<file path="config.mk">
export PLATFORM = sky130hd
export DESIGN_NAME = joystick_axis_deadzone_repeater_core
export DESIGN_NICKNAME = d
export VERILOG_FILES = /design/src/rtl/jsad_pkg.sv /design/src/rtl/joystick_axis_deadzone_repeater_core.sv /design/src/rtl/jsad_front.sv /design/src/rtl/jsad_jobq.sv /design/src/rtl/jsad_back.sv
export SDC_FILE = /design/constraint.sdc
export NUM_CORES = 2
export LEC_CHECK = 0
export BUFFER_PORTS_ARGS = -buffer_cell sky130_fd_sc_hd__buf_4
export CAP_MARGIN = 20
export CORE_ASPECT_RATIO = 0.7
export CORE_MARGIN = 5
export CORE_UTILIZATION = 65
export CTS_BUF_LIST = sky130_fd_sc_hd__clkbuf_4 sky130_fd_sc_hd__clkbuf_8
export CTS_CLUSTER_DIAMETER = 150
export DETAILED_ROUTE_END_ITERATION = 7
export PLACE_DENSITY_LB_ADDON = 0.08
export SLEW_MARGIN = 20
export SYNTH_ARGS = -nofsm -noshare
export SYNTH_HDL_FRONTEND = slang
export SYNTH_SLANG_ARGS = --single-unit
export TNS_END_PERCENT = 1
</file>
<file path="constraint.sdc">
create_clock -name clk -period 10.8 [get_ports clk]
set_input_delay 1.62 -clock clk [delete_from_list [all_inputs] [get_ports clk]]
set_output_delay 1.62 -clock clk [all_outputs]
set_load 0.02 [all_outputs]
</file>
<file path="src/rtl/jsad_pkg.sv">
// Shared types, constants and codes for the joystick axis dead zone repeater.
// Used by every module under rtl; depends on nothing else.
`default_nettype none

package jsad_pkg;

  // Field widths.
  localparam int SAMPLE_BITS    = 16;
  localparam int ELAPSED_BITS   = 16;
  localparam int LEVEL_BITS     = 16;
  localparam int DZ_BITS        = 15;
  localparam int SPAN_BITS      = 16;
  localparam int RATE_BITS      = 8;
  localparam int ACC_BITS       = 32;
  localparam int INC_BITS       = RATE_BITS + ELAPSED_BITS;
  localparam int RECIP_FRAC     = 12;
  localparam int CFG_INDEX_BITS = 3;
  localparam int CFG_DATA_BITS  = 16;

  // Default press cap per sample and depth of the job queue.
  localparam int MAX_PRESSES_DEF = 16;
  localparam int JOBQ_DEPTH      = 2;

  // Axis modes.
  localparam logic [1:0] MODE_REPEAT = 2'd0;
  localparam logic [1:0] MODE_VALUE  = 2'd1;
  localparam logic [1:0] MODE_INVERT = 2'd2;

  // Event kinds.
  localparam logic [1:0] EV_PRESS   = 2'd0;
  localparam logic [1:0] EV_RELEASE = 2'd1;
  localparam logic [1:0] EV_VALUE   = 2'd2;

  // Command slots.
  localparam logic SLOT_FIRST  = 1'b0;
  localparam logic SLOT_SECOND = 1'b1;

  // Configuration register indexes.
  localparam logic [CFG_INDEX_BITS-1:0] REG_AXIS_MODE      = 3'd0;
  localparam logic [CFG_INDEX_BITS-1:0] REG_DEAD_ZONE      = 3'd1;
  localparam logic [CFG_INDEX_BITS-1:0] REG_SPAN_RECIP     = 3'd2;
  localparam logic [CFG_INDEX_BITS-1:0] REG_REPEAT_RATE    = 3'd3;
  localparam logic [CFG_INDEX_BITS-1:0] REG_FIRST_BOUND    = 3'd4;
  localparam logic [CFG_INDEX_BITS-1:0] REG_SECOND_BOUND   = 3'd5;
  localparam logic [CFG_INDEX_BITS-1:0] REG_VALUE_CENTERED = 3'd6;

  // Register reset values.
  localparam logic [SPAN_BITS-1:0] SPAN_RECIP_RESET  = 16'd4096;
  localparam logic [RATE_BITS-1:0] REPEAT_RATE_RESET = 8'd15;

  // Accumulator constants, Q15.16.
  localparam logic signed [ACC_BITS-1:0] ONE_UNIT = 32'sd65536;
  localparam logic signed [ACC_BITS-1:0] TWO_UNIT = 32'sd131072;
  localparam logic signed [ACC_BITS-1:0] ACC_MAX  = {1'b0, {(ACC_BITS-1){1'b1}}};
  localparam logic signed [ACC_BITS-1:0] ACC_MIN  = {1'b1, {(ACC_BITS-1){1'b0}}};

  typedef struct packed {
    logic signed [SAMPLE_BITS-1:0] sample;
    logic [ELAPSED_BITS-1:0]       elapsed;
    logic                          clear_acc;
  } item_t;

  typedef struct packed {
    logic [1:0]                   event_kind;
    logic                         command_slot;
    logic signed [LEVEL_BITS-1:0] level;
    logic                         last;
  } result_t;

  typedef struct packed {
    logic [1:0]           axis_mode;
    logic [DZ_BITS-1:0]   dead_zone;
    logic [SPAN_BITS-1:0] span_recip;
    logic [RATE_BITS-1:0] repeat_rate;
    logic                 first_bound;
    logic                 second_bound;
    logic                 value_centered;
  } cfg_t;

  // One classified sample, handed from the front end to the back end.
  typedef struct packed {
    logic                         neg;
    logic                         beyond;
    logic                         clear_acc;
    logic [INC_BITS-1:0]          inc;
    logic signed [LEVEL_BITS-1:0] level;
  } job_t;

endpackage

`default_nettype wire

</file>
<file path="src/rtl/joystick_axis_deadzone_repeater_core.sv">
// Top level of the joystick axis dead zone repeater: configuration registers,
// front end, job queue and back end. Depends on jsad_pkg, jsad_front,
// jsad_jobq and jsad_back.
//
//   Channel   Handshake            Payload
//   --------  -------------------  ---------------------------------------
//   input     push / full          item   (sample, elapsed, clear_acc)
//   results   pop / empty          result (event_kind, command_slot, level,
//                                          last)
//   config    write_en             reg_index, write_data
//
// The front end steps F_MUL1, F_MUL2, F_PUSH, one multiplier step a cycle; F_PUSH takes the next sample.
// The back end loads a job in B_IDLE, then runs B_VALUE for a value update; in the
// repeater mode B_OPP, B_ADD and a B_PRESS step per press (at most MAX_PRESSES) past
// the dead zone, plus a final one. The slower of the two halves sets the sustained rate.
// Reset (rst, synchronous) clears the accumulator, last level and registers.
// A stalled result holds only the back end until the two-entry job queue fills.
`default_nettype none

module joystick_axis_deadzone_repeater_core import jsad_pkg::*; #(
  parameter int MAX_PRESSES = MAX_PRESSES_DEF
) (
  input  wire logic                      clk,
  input  wire logic                      rst,
  input  wire logic                      push,
  input  wire item_t                     item,
  output logic                           full,
  input  wire logic                      pop,
  output result_t                        result,
  output logic                           empty,
  input  wire logic                      write_en,
  input  wire logic [CFG_INDEX_BITS-1:0] reg_index,
  input  wire logic [CFG_DATA_BITS-1:0]  write_data
);

  cfg_t cfg;
  logic job_valid;
  logic job_full;
  job_t job_in;
  job_t job_out;
  logic job_empty;
  logic job_pop;

  // Configuration registers; writes to unknown indexes are dropped.
  always_ff @(posedge clk) begin
    if (rst) begin
      cfg.axis_mode      <= MODE_REPEAT;
      cfg.dead_zone      <= '0;
      cfg.span_recip     <= SPAN_RECIP_RESET;
      cfg.repeat_rate    <= REPEAT_RATE_RESET;
      cfg.first_bound    <= 1'b1;
      cfg.second_bound   <= 1'b1;
      cfg.value_centered <= 1'b0;
    end else if (write_en) begin
      unique case (reg_index)
        REG_AXIS_MODE:      cfg.axis_mode      <= write_data[1:0];
        REG_DEAD_ZONE:      cfg.dead_zone      <= write_data[DZ_BITS-1:0];
        REG_SPAN_RECIP:     cfg.span_recip     <= write_data[SPAN_BITS-1:0];
        REG_REPEAT_RATE:    cfg.repeat_rate    <= write_data[RATE_BITS-1:0];
        REG_FIRST_BOUND:    cfg.first_bound    <= write_data[0];
        REG_SECOND_BOUND:   cfg.second_bound   <= write_data[0];
        REG_VALUE_CENTERED: cfg.value_centered <= write_data[0];
        default: ;
      endcase
    end
  end

  // Front end: sample intake and arithmetic.
  jsad_front u_front (
    .clk       (clk),
    .rst       (rst),
    .cfg       (cfg),
    .push      (push),
    .item      (item),
    .full      (full),
    .job_valid (job_valid),
    .job_full  (job_full),
    .job       (job_in)
  );

  // Queue between the two halves.
  jsad_jobq u_jobq (
    .clk   (clk),
    .rst   (rst),
    .push  (job_valid),
    .din   (job_in),
    .full  (job_full),
    .pop   (job_pop),
    .dout  (job_out),
    .empty (job_empty)
  );

  // Back end: accumulator, press sequencing and result register.
  jsad_back #(
    .MAX_PRESSES (MAX_PRESSES)
  ) u_back (
    .clk       (clk),
    .rst       (rst),
    .cfg       (cfg),
    .job_empty (job_empty),
    .job       (job_out),
    .job_pop   (job_pop),
    .empty     (empty),
    .pop       (pop),
    .result    (result)
  );

endmodule

`default_nettype wire

</file>
<file path="src/rtl/jsad_front.sv">
// Front end: accepts samples, rescales the travel beyond the dead zone and
// computes the accumulator step and value level. Depends on jsad_pkg.
`default_nettype none

module jsad_front import jsad_pkg::*; (
  input  wire logic  clk,
  input  wire logic  rst,
  input  wire cfg_t  cfg,
  input  wire logic  push,
  input  wire item_t item,
  output logic       full,
  output logic       job_valid,
  input  wire logic  job_full,
  output job_t       job
);

  localparam int SB    = SAMPLE_BITS;
  localparam int DZ_UP = (SB >= 16) ? (SB - 16) : 0;
  localparam int DZ_DN = (SB < 16) ? (16 - SB) : 0;
  localparam int P1_W  = SB + SPAN_BITS;
  localparam int P2_W  = SB + RATE_BITS;
  localparam int P3_W  = P2_W + ELAPSED_BITS;
  localparam logic [SB+3:0] FULL_SPAN = (SB + 4)'(1) << (SB - 1);

  localparam logic [1:0] F_IDLE = 2'd0;
  localparam logic [1:0] F_MUL1 = 2'd1;
  localparam logic [1:0] F_MUL2 = 2'd2;
  localparam logic [1:0] F_PUSH = 2'd3;

  logic [1:0]                  phase;
  logic signed [SB-1:0]        s;
  logic [ELAPSED_BITS-1:0]     el;
  logic                        clr;
  logic                        beyond;
  logic [P1_W-1:0]             prod1;
  logic [P2_W-1:0]             p2;
  logic signed [LEVEL_BITS-1:0] lv;

  logic                        accept;
  logic signed [SB:0]          s_ext;
  logic signed [SB:0]          mag_wide;
  logic [SB-1:0]               mag;
  logic [SB+14:0]              dz_up;
  logic [SB+14:0]              dz_dn;
  logic [SB-2:0]               dz;
  logic                        beyond_c;
  logic [SB-1:0]               diff;
  logic [SB+3:0]               r_raw;
  logic [SB-1:0]               r;
  logic [SB+15:0]              q_up;
  logic [SB+15:0]              q_dn;
  logic [15:0]                 lvm;
  logic                        lv_neg;
  logic signed [17:0]          lv18;
  logic [LEVEL_BITS-1:0]       lv_c;
  logic [LEVEL_BITS-1:0]       lv_u;
  logic [P3_W-1:0]             prod3;

  // Handshake: a new sample may enter while the finished job is handed over.
  assign full      = !((phase == F_IDLE) || ((phase == F_PUSH) && !job_full));
  assign accept    = push && !full;
  assign job_valid = (phase == F_PUSH);

  // Magnitude and dead zone scaled to the sample's fraction bits.
  always_comb begin
    s_ext    = {s[SB-1], s};
    mag_wide = s[SB-1] ? -s_ext : s_ext;
    mag      = mag_wide[SB-1:0];
    dz_up    = (SB + 15)'(cfg.dead_zone) << DZ_UP;
    dz_dn    = dz_up >> DZ_DN;
    dz       = dz_dn[SB-2:0];
    beyond_c = mag > {1'b0, dz};
    diff     = beyond_c ? (mag - {1'b0, dz}) : '0;
  end

  // Rescaled deflection capped at full span, and the value level from it.
  always_comb begin
    r_raw  = prod1[P1_W-1:RECIP_FRAC];
    r      = (r_raw > FULL_SPAN) ? FULL_SPAN[SB-1:0] : r_raw[SB-1:0];
    q_up   = (SB + 16)'(r) << DZ_DN;
    q_dn   = q_up >> DZ_UP;
    lvm    = q_dn[15:0];
    lv_neg = s[SB-1] ^ (cfg.axis_mode == MODE_INVERT);
    lv18   = lv_neg ? -$signed({2'b00, lvm}) : $signed({2'b00, lvm});
    if (lv18 > 18'sd32767) begin
      lv_c = 16'h7FFF;
    end else if (lv18 < -18'sd32768) begin
      lv_c = 16'h8000;
    end else begin
      lv_c = lv18[LEVEL_BITS-1:0];
    end
    // Unipolar map: (level + half span) / 2, floored.
    lv_u = {1'b0, ~lv_c[LEVEL_BITS-1], lv_c[LEVEL_BITS-2:1]};
  end

  // Accumulator step in Q15.16 units.
  assign prod3 = P3_W'(p2) * P3_W'(el);

  always_comb begin
    job.neg       = s[SB-1];
    job.beyond    = beyond;
    job.clear_acc = clr;
    job.inc       = prod3[SB-1 +: INC_BITS];
    job.level     = lv;
  end

  // Step sequencer: one multiplication per step.
  always_ff @(posedge clk) begin
    if (rst) begin
      phase <= F_IDLE;
    end else begin
      unique case (phase)
        F_IDLE: begin
          if (accept) phase <= F_MUL1;
        end
        F_MUL1: phase <= F_MUL2;
        F_MUL2: phase <= F_PUSH;
        F_PUSH: begin
          if (!job_full) phase <= accept ? F_MUL1 : F_IDLE;
        end
        default: phase <= F_IDLE;
      endcase
    end
  end

  // Datapath registers.
  always_ff @(posedge clk) begin
    if (accept) begin
      s   <= item.sample;
      el  <= item.elapsed;
      clr <= item.clear_acc;
    end
    if (phase == F_MUL1) begin
      prod1  <= P1_W'(diff) * P1_W'(cfg.span_recip);
      beyond <= beyond_c;
    end
    if (phase == F_MUL2) begin
      p2 <= P2_W'(r) * P2_W'(cfg.repeat_rate);
      lv <= cfg.value_centered ? lv_c : lv_u;
    end
  end

endmodule

`default_nettype wire

</file>
<file path="src/rtl/jsad_jobq.sv">
// Short job queue between the front end and the back end.
// Depends on jsad_pkg for the job type and depth.
`default_nettype none

module jsad_jobq import jsad_pkg::*; (
  input  wire logic clk,
  input  wire logic rst,
  input  wire logic push,
  input  wire job_t din,
  output logic      full,
  input  wire logic pop,
  output job_t      dout,
  output logic      empty
);

  localparam int PTR_W = (JOBQ_DEPTH > 1) ? $clog2(JOBQ_DEPTH) : 1;
  localparam int CNT_W = $clog2(JOBQ_DEPTH + 1);
  localparam logic [PTR_W-1:0] PTR_LAST = PTR_W'(JOBQ_DEPTH - 1);

  job_t             slots [JOBQ_DEPTH];
  logic [PTR_W-1:0] wr_ptr;
  logic [PTR_W-1:0] rd_ptr;
  logic [CNT_W-1:0] count;
  logic             do_push;
  logic             do_pop;

  assign full    = (count == CNT_W'(JOBQ_DEPTH));
  assign empty   = (count == '0);
  assign do_push = push && !full;
  assign do_pop  = pop && !empty;
  assign dout    = slots[rd_ptr];

  // Pointers and fill count.
  always_ff @(posedge clk) begin
    if (rst) begin
      wr_ptr <= '0;
      rd_ptr <= '0;
      count  <= '0;
    end else begin
      if (do_push) wr_ptr <= (wr_ptr == PTR_LAST) ? '0 : wr_ptr + 1'b1;
      if (do_pop)  rd_ptr <= (rd_ptr == PTR_LAST) ? '0 : rd_ptr + 1'b1;
      if (do_push && !do_pop) begin
        count <= count + 1'b1;
      end else if (do_pop && !do_push) begin
        count <= count - 1'b1;
      end
    end
  end

  // Entry storage.
  always_ff @(posedge clk) begin
    if (do_push) slots[wr_ptr] <= din;
  end

  // The fill count never passes the queue depth.
  a_count_bound: assert property (@(posedge clk) disable iff (rst)
    count <= CNT_W'(JOBQ_DEPTH))
    else $error("job queue count above depth");

endmodule

`default_nettype wire

</file>
<file path="src/rtl/jsad_back.sv">
// Back end: runs each job against the accumulator and last level, emitting press,
// release and value results one per cycle unless stalled. Depends on jsad_pkg.
`default_nettype none

module jsad_back import jsad_pkg::*; #(
  parameter int MAX_PRESSES = MAX_PRESSES_DEF
) (
  input  wire logic clk,
  input  wire logic rst,
  input  wire cfg_t cfg,
  input  wire logic job_empty,
  input  wire job_t job,
  output logic      job_pop,
  output logic      empty,
  input  wire logic pop,
  output result_t   result
);

  localparam int CNT_W = $clog2(MAX_PRESSES + 1);

  localparam logic [2:0] B_IDLE  = 3'd0;
  localparam logic [2:0] B_OPP   = 3'd1;
  localparam logic [2:0] B_ADD   = 3'd2;
  localparam logic [2:0] B_PRESS = 3'd3;
  localparam logic [2:0] B_VALUE = 3'd4;

  logic [2:0]                    state;
  logic signed [ACC_BITS-1:0]    acc;
  logic signed [LEVEL_BITS-1:0]  last_level;
  job_t                          cur;
  logic [CNT_W-1:0]              cnt;
  logic                          out_valid;
  result_t                       out_data;

  logic                          go;
  logic                          bound_same;
  logic                          bound_opp;
  logic                          slot_same;
  logic                          opp_hit;
  logic                          opp_more;
  logic signed [ACC_BITS:0]      inc_ext;
  logic signed [ACC_BITS:0]      sum;
  logic signed [ACC_BITS-1:0]    acc_sat;
  logic                          press_hit;
  logic                          press_more;
  logic                          val_hit;
  logic                          emit;
  result_t                       emit_data;

  assign go      = !out_valid || pop;
  assign job_pop = (state == B_IDLE) && !job_empty;
  assign empty   = !out_valid;
  assign result  = out_data;

  // Direction decode and step conditions.
  always_comb begin
    bound_same = cur.neg ? cfg.second_bound : cfg.first_bound;
    bound_opp  = cur.neg ? cfg.first_bound : cfg.second_bound;
    slot_same  = cur.neg ? SLOT_SECOND : SLOT_FIRST;
    opp_hit    = cur.neg ? (acc > 0) : (acc < 0);
    // After a direction release the accumulator restarts at the step itself.
    opp_more   = bound_same && cur.beyond && (ACC_BITS'(cur.inc) > ONE_UNIT);
    inc_ext    = $signed((ACC_BITS + 1)'(cur.inc));
    sum        = {acc[ACC_BITS-1], acc} + (cur.neg ? -inc_ext : inc_ext);
    if (sum[ACC_BITS] != sum[ACC_BITS-1]) begin
      acc_sat = sum[ACC_BITS] ? ACC_MIN : ACC_MAX;
    end else begin
      acc_sat = sum[ACC_BITS-1:0];
    end
    press_hit  = (cur.neg ? (acc < -ONE_UNIT) : (acc > ONE_UNIT))
                 && (cnt < CNT_W'(MAX_PRESSES));
    press_more = (cur.neg ? (acc < -TWO_UNIT) : (acc > TWO_UNIT))
                 && ((CNT_W + 1)'(cnt) + 1'b1 < (CNT_W + 1)'(MAX_PRESSES));
    val_hit    = (cur.level != '0) || (last_level != '0);
  end

  // Result produced by the current step, if any.
  always_comb begin
    emit                   = 1'b0;
    emit_data.event_kind   = EV_PRESS;
    emit_data.command_slot = slot_same;
    emit_data.level        = '0;
    emit_data.last         = 1'b1;
    unique case (state)
      B_OPP: begin
        emit                   = opp_hit && bound_opp;
        emit_data.event_kind   = EV_RELEASE;
        emit_data.command_slot = cur.neg ? SLOT_FIRST : SLOT_SECOND;
        emit_data.last         = !opp_more;
      end
      B_ADD: begin
        emit                 = bound_same && !cur.beyond && (acc != '0);
        emit_data.event_kind = EV_RELEASE;
      end
      B_PRESS: begin
        emit                 = press_hit;
        emit_data.event_kind = EV_PRESS;
        emit_data.last       = !press_more;
      end
      B_VALUE: begin
        emit                   = val_hit;
        emit_data.event_kind   = EV_VALUE;
        emit_data.command_slot = SLOT_FIRST;
        emit_data.level        = cur.level;
      end
      default: emit = 1'b0;
    endcase
  end

  // Sequencer and state update.
  always_ff @(posedge clk) begin
    if (rst) begin
      state      <= B_IDLE;
      acc        <= '0;
      last_level <= '0;
      cnt        <= '0;
    end else begin
      unique case (state)
        B_IDLE: begin
          if (!job_empty) begin
            if (job.clear_acc) acc <= '0;
            unique case (cfg.axis_mode)
              MODE_REPEAT: state <= B_OPP;
              MODE_VALUE:  state <= B_VALUE;
              MODE_INVERT: state <= B_VALUE;
              default:     state <= B_IDLE;
            endcase
          end
        end
        B_OPP: begin
          if (go) begin
            if (opp_hit) acc <= '0;
            state <= B_ADD;
          end
        end
        B_ADD: begin
          if (go) begin
            if (bound_same && cur.beyond) begin
              acc   <= acc_sat;
              cnt   <= '0;
              state <= B_PRESS;
            end else begin
              if (bound_same) acc <= '0;
              state <= B_IDLE;
            end
          end
        end
        B_PRESS: begin
          if (go) begin
            if (press_hit) begin
              acc <= cur.neg ? (acc + ONE_UNIT) : (acc - ONE_UNIT);
              cnt <= cnt + 1'b1;
            end else begin
              state <= B_IDLE;
            end
          end
        end
        B_VALUE: begin
          if (go) begin
            if (val_hit) last_level <= cur.level;
            state <= B_IDLE;
          end
        end
        default: state <= B_IDLE;
      endcase
    end
  end

  // Current job register.
  always_ff @(posedge clk) begin
    if (job_pop) cur <= job;
  end

  // Output register: refilled whenever it is free or being taken.
  always_ff @(posedge clk) begin
    if (rst) begin
      out_valid <= 1'b0;
    end else if (go) begin
      out_valid <= emit;
    end
  end

  always_ff @(posedge clk) begin
    if (go && emit) out_data <= emit_data;
  end

  // The press counter stays within the per-sample cap.
  a_press_cap: assert property (@(posedge clk) disable iff (rst)
    (state == B_PRESS) |-> (cnt <= CNT_W'(MAX_PRESSES)))
    else $error("press count above cap");

  // While pressing, the accumulator never holds the opposite sign.
  a_press_sign: assert property (@(posedge clk) disable iff (rst)
    (state == B_PRESS) |-> (cur.neg ? (acc <= 0) : (acc >= 0)))
    else $error("accumulator sign against press direction");

  // A value update is always the final result of its sample.
  a_value_last: assert property (@(posedge clk) disable iff (rst)
    (out_valid && (out_data.event_kind == EV_VALUE)) |-> out_data.last)
    else $error("value update not marked last");

endmodule

`default_nettype wire
</file>
Yosys cells after proc, flatten, opt, wreduce, memory -nomap -nowiden. Memory sizes are Yosys's and may differ from the RTL's. A register that Yosys moved wholly into a read port is not among the register bits. Index checks and enable logic that the tools add are counted.

Output and inout port bits: 22. Memories: 1. Logic and storage cells: 203. Flip-flop bits (word level): 275. Input bits: 57. RAM bits: 86.

Equality and inequality tests: 30. Reductions and logical operators: 51. Mux-type cells: 58. $add $sub $neg: 13. Multiply operators: 3. Bitwise gates (word level): 2. Magnitude comparators: 13.

Memories: u_jobq.slots (words 2, bits a word 43, read ports 1, clocked after memory_dff 1, wr ports 1, RTL line jsad_jobq.sv:20) `job_t slots [JOBQ_DEPTH];`.

Operators with widths (number): 2-to-1 mux 32 bit (12); case mux 32 bit (4 select lines) (1); 2-to-1 mux 16 bit (5); multiplier 24 x 16 -> 39 bit (1); adder 33 bit (1); 2-to-1 mux 33 bit (1); negation 24 -> 33 bit (1); adder 32 x 18 -> 32 bit, second input constant (1); greater-than comparator 32 x 1 -> 1 bit, second input constant (1); greater-than comparator 32 x 18 -> 1 bit, second input constant (1); greater-than comparator 32 x 19 -> 1 bit, second input constant (1); < comparator 32 x 1 -> 1 bit, second input constant (1); < comparator 32 x 17 -> 1 bit, second input constant (1); < comparator 32 x 18 -> 1 bit, second input constant (1); multiplier 16 x 16 -> 32 bit (1); nonzero test 16 bit (2); nonzero test 32 bit (1); subtractor 32 x 18 -> 32 bit, second input constant (1); greater-than comparator 24 x 17 -> 1 bit, second input constant (1); multiplier 16 x 8 -> 24 bit (1); greater-than comparator 20 x 16 -> 1 bit, second input constant (1); 2-to-1 mux 5 bit (4); greater-than comparator 18 x 16 -> 1 bit, second input constant (1); < comparator 18 x 16 -> 1 bit, second input constant (1); 47 further kinds (127).

Logic depth before layout (Yosys ltp).
Word-level depth: 9. Depth in mapped cells: 39. Mapped depth without buffers: 37.

By module. Synthesis repeated with hierarchy kept, for this count alone.

Cells, all modules: 4285. Area total of the unflattened synthesis: 41120.7 µm².

Modules (own cells, without submodules): jsad_front (sequential area each 2862.7 µm², times used 1, cells each 3100, area an instance 28325.9 µm²); jsad_back (sequential area each 3002.9 µm², times used 1, cells each 851, area an instance 7603.5 µm²); jsad_jobq (sequential area each 2682.6 µm², times used 1, cells each 159, area an instance 3316.9 µm²); joystick_axis_deadzone_repeater_core (sequential area each 880.8 µm², times used 1, cells each 175, area an instance 1874.3 µm²).

Worst setup path after synthesis. No wires, ideal clock.

Path type: register to register. From: register u_front.s[5]. To: register u_front.prod1[29] (data pin). Path buffers: 5. Arrival time: 8.883 ns. Data required time: 10.531 ns. Clock period less this slack: 9.152 ns. Slack: 1.648 ns. Cell stages (with the launch flop): 37. Setup time: 0.269 ns. Cells stage by stage: edfxtp_1 or4_1 or2_1 clkbuf_1 or4_1 o31ai_1 xnor2_1 ha_1 nand3_1 mux2_2 o41a_1 or2_1 buf_2 inv_1 and4_1 clkbuf_1 clkbuf_1 o21ai_0 fa_1 inv_1 fa_1 fa_1 fa_1 fa_1 inv_1 fa_1 inv_1 ha_1 clkbuf_1 nand4_1 nor2_1 a221o_1 a21oi_1 o21ai_0 a21o_1 a311oi_1 a221oi_1.

Longest elaborated chain between the ends: 5. Elaborated cells between the ends (all ways): 6. Those cells by class: 2 x add/sub; 1 x mul; 1 x order compare; 2 x mux.

RTL lines: start: declaration (RTL line jsad_front.sv:31) `logic signed [SB-1:0] s;`; start signal: assignment (RTL line jsad_front.sv:129) `s <= item.sample;`; negation 16 bit (RTL line jsad_front.sv:67) `mag_wide = s[SB-1] ? -s_ext : s_ext;`; 2-to-1 mux 16 bit (*) (RTL line jsad_front.sv:67); subtractor 16 x 15 -> 16 bit or greater-than comparator 16 x 15 -> 1 bit (tied branches) (RTL line jsad_front.sv:73, jsad_front.sv:72); 2-to-1 mux 16 bit (*) (RTL line jsad_front.sv:73) `diff = beyond_c ? (mag - {1'b0, dz}) : '0;`; multiplier 16 x 16 -> 32 bit (*) (RTL line jsad_front.sv:134) `prod1 <= P1_W'(diff) * P1_W'(cfg.span_recip);`; end signal: assignment (RTL line jsad_front.sv:134); end: declaration (RTL line jsad_front.sv:35) `logic [P1_W-1:0] prod1;`.

Mark *: on every way between the ends. The rest lies on a longest branch, timed or not. A chain may end at the register's enable or synchronous reset.

Worst setup path in the final report.
From: register u_front.s[5]. To: register u_front.prod1[23] (data pin).

The elaborated chain is that of the path after synthesis.

==> impl_metrics.tcl <==
set metrics [dict create \
    final.setup_skew_ns 0.03007 \
    area_delta_synth_final_pct 5.746 \
    synthFlopType "edfxtp_1" \
    nets 5302 \
    vias 30981 \
    synth_top_area_frac 0.2827 \
    cp_common_cell "fa_1" \
    antenna_found_initial 0 \
    root_buffer "clkbuf_8" \
    r2r_cells 32 \
    numCtsBuffers 56 \
    htreeDepth 2 \
    die_h_um 220.9 \
    setup-violations-final 0 \
    synth_edf_count 242 \
    postSynthCellCount 4381 \
    clock-sinks 350 \
    synth_nets 5335 \
    yosysTopAreaCell "fa_1" \
    cp_slowest_cell "or4_1" \
    start_kind "flop" \
    finalHoldViolCount 0 \
    die_area_um2 68730 \
    grt_usage 0.3038 \
    yosysMostFrequentCell "inv_1" \
    critPathArrivalTime_ns 10.52 \
    hpwl_mm 80.37 \
    cp-end-kind "flop" \
    status "finished clean" \
    grt_pass1_vias 30518 \
    hold_path_depth 0 \
    pre_cts_ws_ns 0.7031 \
    clkLatencyLatePin_ns 0.69 \
    place_area_um2 42430 \
    first_iter_violations 2815 \
    syn_avg_cell_area_um2 9.423 \
    final.setup.tns_ns 0 \
    yosysSeqAreaShare 0.2284 \
    design.core.area_um2 63010 \
    min_period_ns 10.09 \
    die_w_um 311.2 \
    worstSetupPathType "flop to flop" \
    syn-cell-area_um2 41280 \
    cp_max_fo 15 \
    synth.area.top_cells "fa_1 (28%), edfxtp_1 (18%), ha_1 (9.5%)" \
    start_util 0.6552 \
    cts_tree "yes" \
    port-buffer-count 78 \
    setup_ws_ns 0.7058 \
    ys_seq_elements 350 \
    synthArstFlopShare 0 \
    drive_gt1_frac 0.06897 \
    period_share 0.9346 \
    design_area_um2 43660 \
    clkTransAtPathRegs_ns 0.06 \
    avgViaCountPerCell 5.931 \
    crit_path_max_incr_delay_ns 0.57 \
    fmax_ghz 0.09907 \
    grt_pass1_wl_mm 167.6 \
    worstMarginPinSlew_ns 1.148 \
    grt-ovfl-total 0 \
    ant_nets 0 \
    firstDrtPassIters 6 \
    hold_class "flop to flop" \
    synth.distinct_cells 84 \
    cts_hold_buf 0 \
    maxSlewHeadroom 0.2345 \
    ioPinCount 79 \
    drv_slew 0 \
    cap_violations 0 \
    rsz0062_at_grt "no" \
    yosysWarnings 0 \
    wl_per_cell_um 19.90 \
    synth_commonest_cells "inv_1 (684), fa_1 (583), nand2_1 (568)" \
    rows 77 \
    gp_congestion 0.9609 \
    post-route-drc-count 0 \
    wirelength_mm 104.0 \
    cts_buffer_depth 3 \
    cp.required_ns 11.22 \
    grt_max_degree 71 \
]
stage by stage:
| step | utilization | hold slack [ns] | instances |
|---|---|---|---|
| 4_1_cts | 0.6922 | 0.4423 | 5221 |
| 3_3_place_gp | 0.6735 | 0.4233 | 5118 |
| 5_1_grt | 0.6928 | 0.4601 | 5222 |
| 2_1_floorplan | - | 0.4215 | 4381 |
| 6_report | 0.6929 | 0.4460 | 5224 |
| 3_5_place_dp | 0.6735 | 0.4321 | 5118 |
flip-flops by register name, summed over array words and instances (netlist names), named ones only:
signal             flops
u_front.beyond         1
u_back.cur            42
u_front.phase          2
u_jobq.rd_ptr          1
u_front.p2            24
u_jobq.slots          86
u_front.lv            16
u_front.s             16
u_back.cnt             5
u_jobq.count           2
u_front.el            16
u_jobq.wr_ptr          1
u_back.last_level     16
u_back.result         20
u_front.clr            1
u_back.state           3
cfg                   44
u_back.out_valid       1
u_front.prod1         20
u_back.acc            32
layout make-up:
cell class | count | area, um^2
timing repair buffer | 120 | 920.9
clock buffer | 79 | 968.4
antenna | 2 | 5.005
fill | 5018 | 19350
clock inverter | 24 | 211.5
inverter | 684 | 2567
multi-input combinational | 3136 | 28510
tap | 829 | 1037
sequential | 350 | 9430
what timing repair did:
action	4_1_cts	5_1_grt
endpoints found under the hold margin	0	0
setup endpoints to repair	0	2
setup buffers	0	0
gates resized for setup	0	1
critical path, delay by kind of cell (launching register included):
kind                     cells  cell delay [ns]
flip-flops                   1             0.45
AND/OR/NAND/NOR             11             3.15
XOR/XNOR                     2             0.30
adder cells (fa/ha/maj)      8             3.70
multiplexers                 1             0.36
AO/OA/AOI/OAI                6             1.56
buffers and inverters        4             0.31
layout by cell type (no fill, tap or decap), drive strengths merged, types with 8 or more instances in the layout:
master and count:
a211oi 20, a21boi 12, a21o 63, a21oi 169, a31oi 24, and2 255
and3 100, and4 12, buf 120, clkbuf 79, clkinv 16, dfxtp 108
edfxtp 242, fa 583, ha 314, inv 686, mux2 45, mux2i 24
nand2 568, nand2b 24, nand3 105, nand3b 8, nand4 35, nor2 172
nor2b 15, nor3 50, nor4 30, o211ai 11, o21a 23, o21ai 149
o21bai 10, o22ai 9, o31ai 21, o41ai 9, or2 14, or3 22
or4 12, xnor2 114, xor2 40
cells by family (layout without fill, tap and decap cells):
kind of cell	count (synthesis)	after routing	share of synthesized area
AOI/OAI and AO/OA	583	583	0.08986
adders and majority gates	898	898	0.3781
other	0	2	0
DFF	350	350	0.2284
and+or+nand+nor	1431	1431	0.1697
buffers and inverters	895	907	0.08213
xor gates and xnor gates	155	155	0.03367
muxes	69	69	0.01809
routing by layer:
metal	track usage	wire, um
met4	0.07426	2680
met3	0.1040	12580
met2	0.4245	42460
met1	0.4571	46040
met5	0.01997	193
worst paths after layout:
path | slack [ns] | from | to
max reg2reg | 0.71 | u_front.s[5] | u_front.prod1[23]
max | 0.71 | u_front.s[5] | u_front.prod1[23]
min reg2reg | 0.45 | u_front.beyond | u_jobq.slots[0][41]
min | 0.45 | u_front.beyond | u_jobq.slots[0][41]
Power is left out: the tool's default activity adds up to more than one toggle a clock period on the data nets, which glitch-free logic cannot reach.
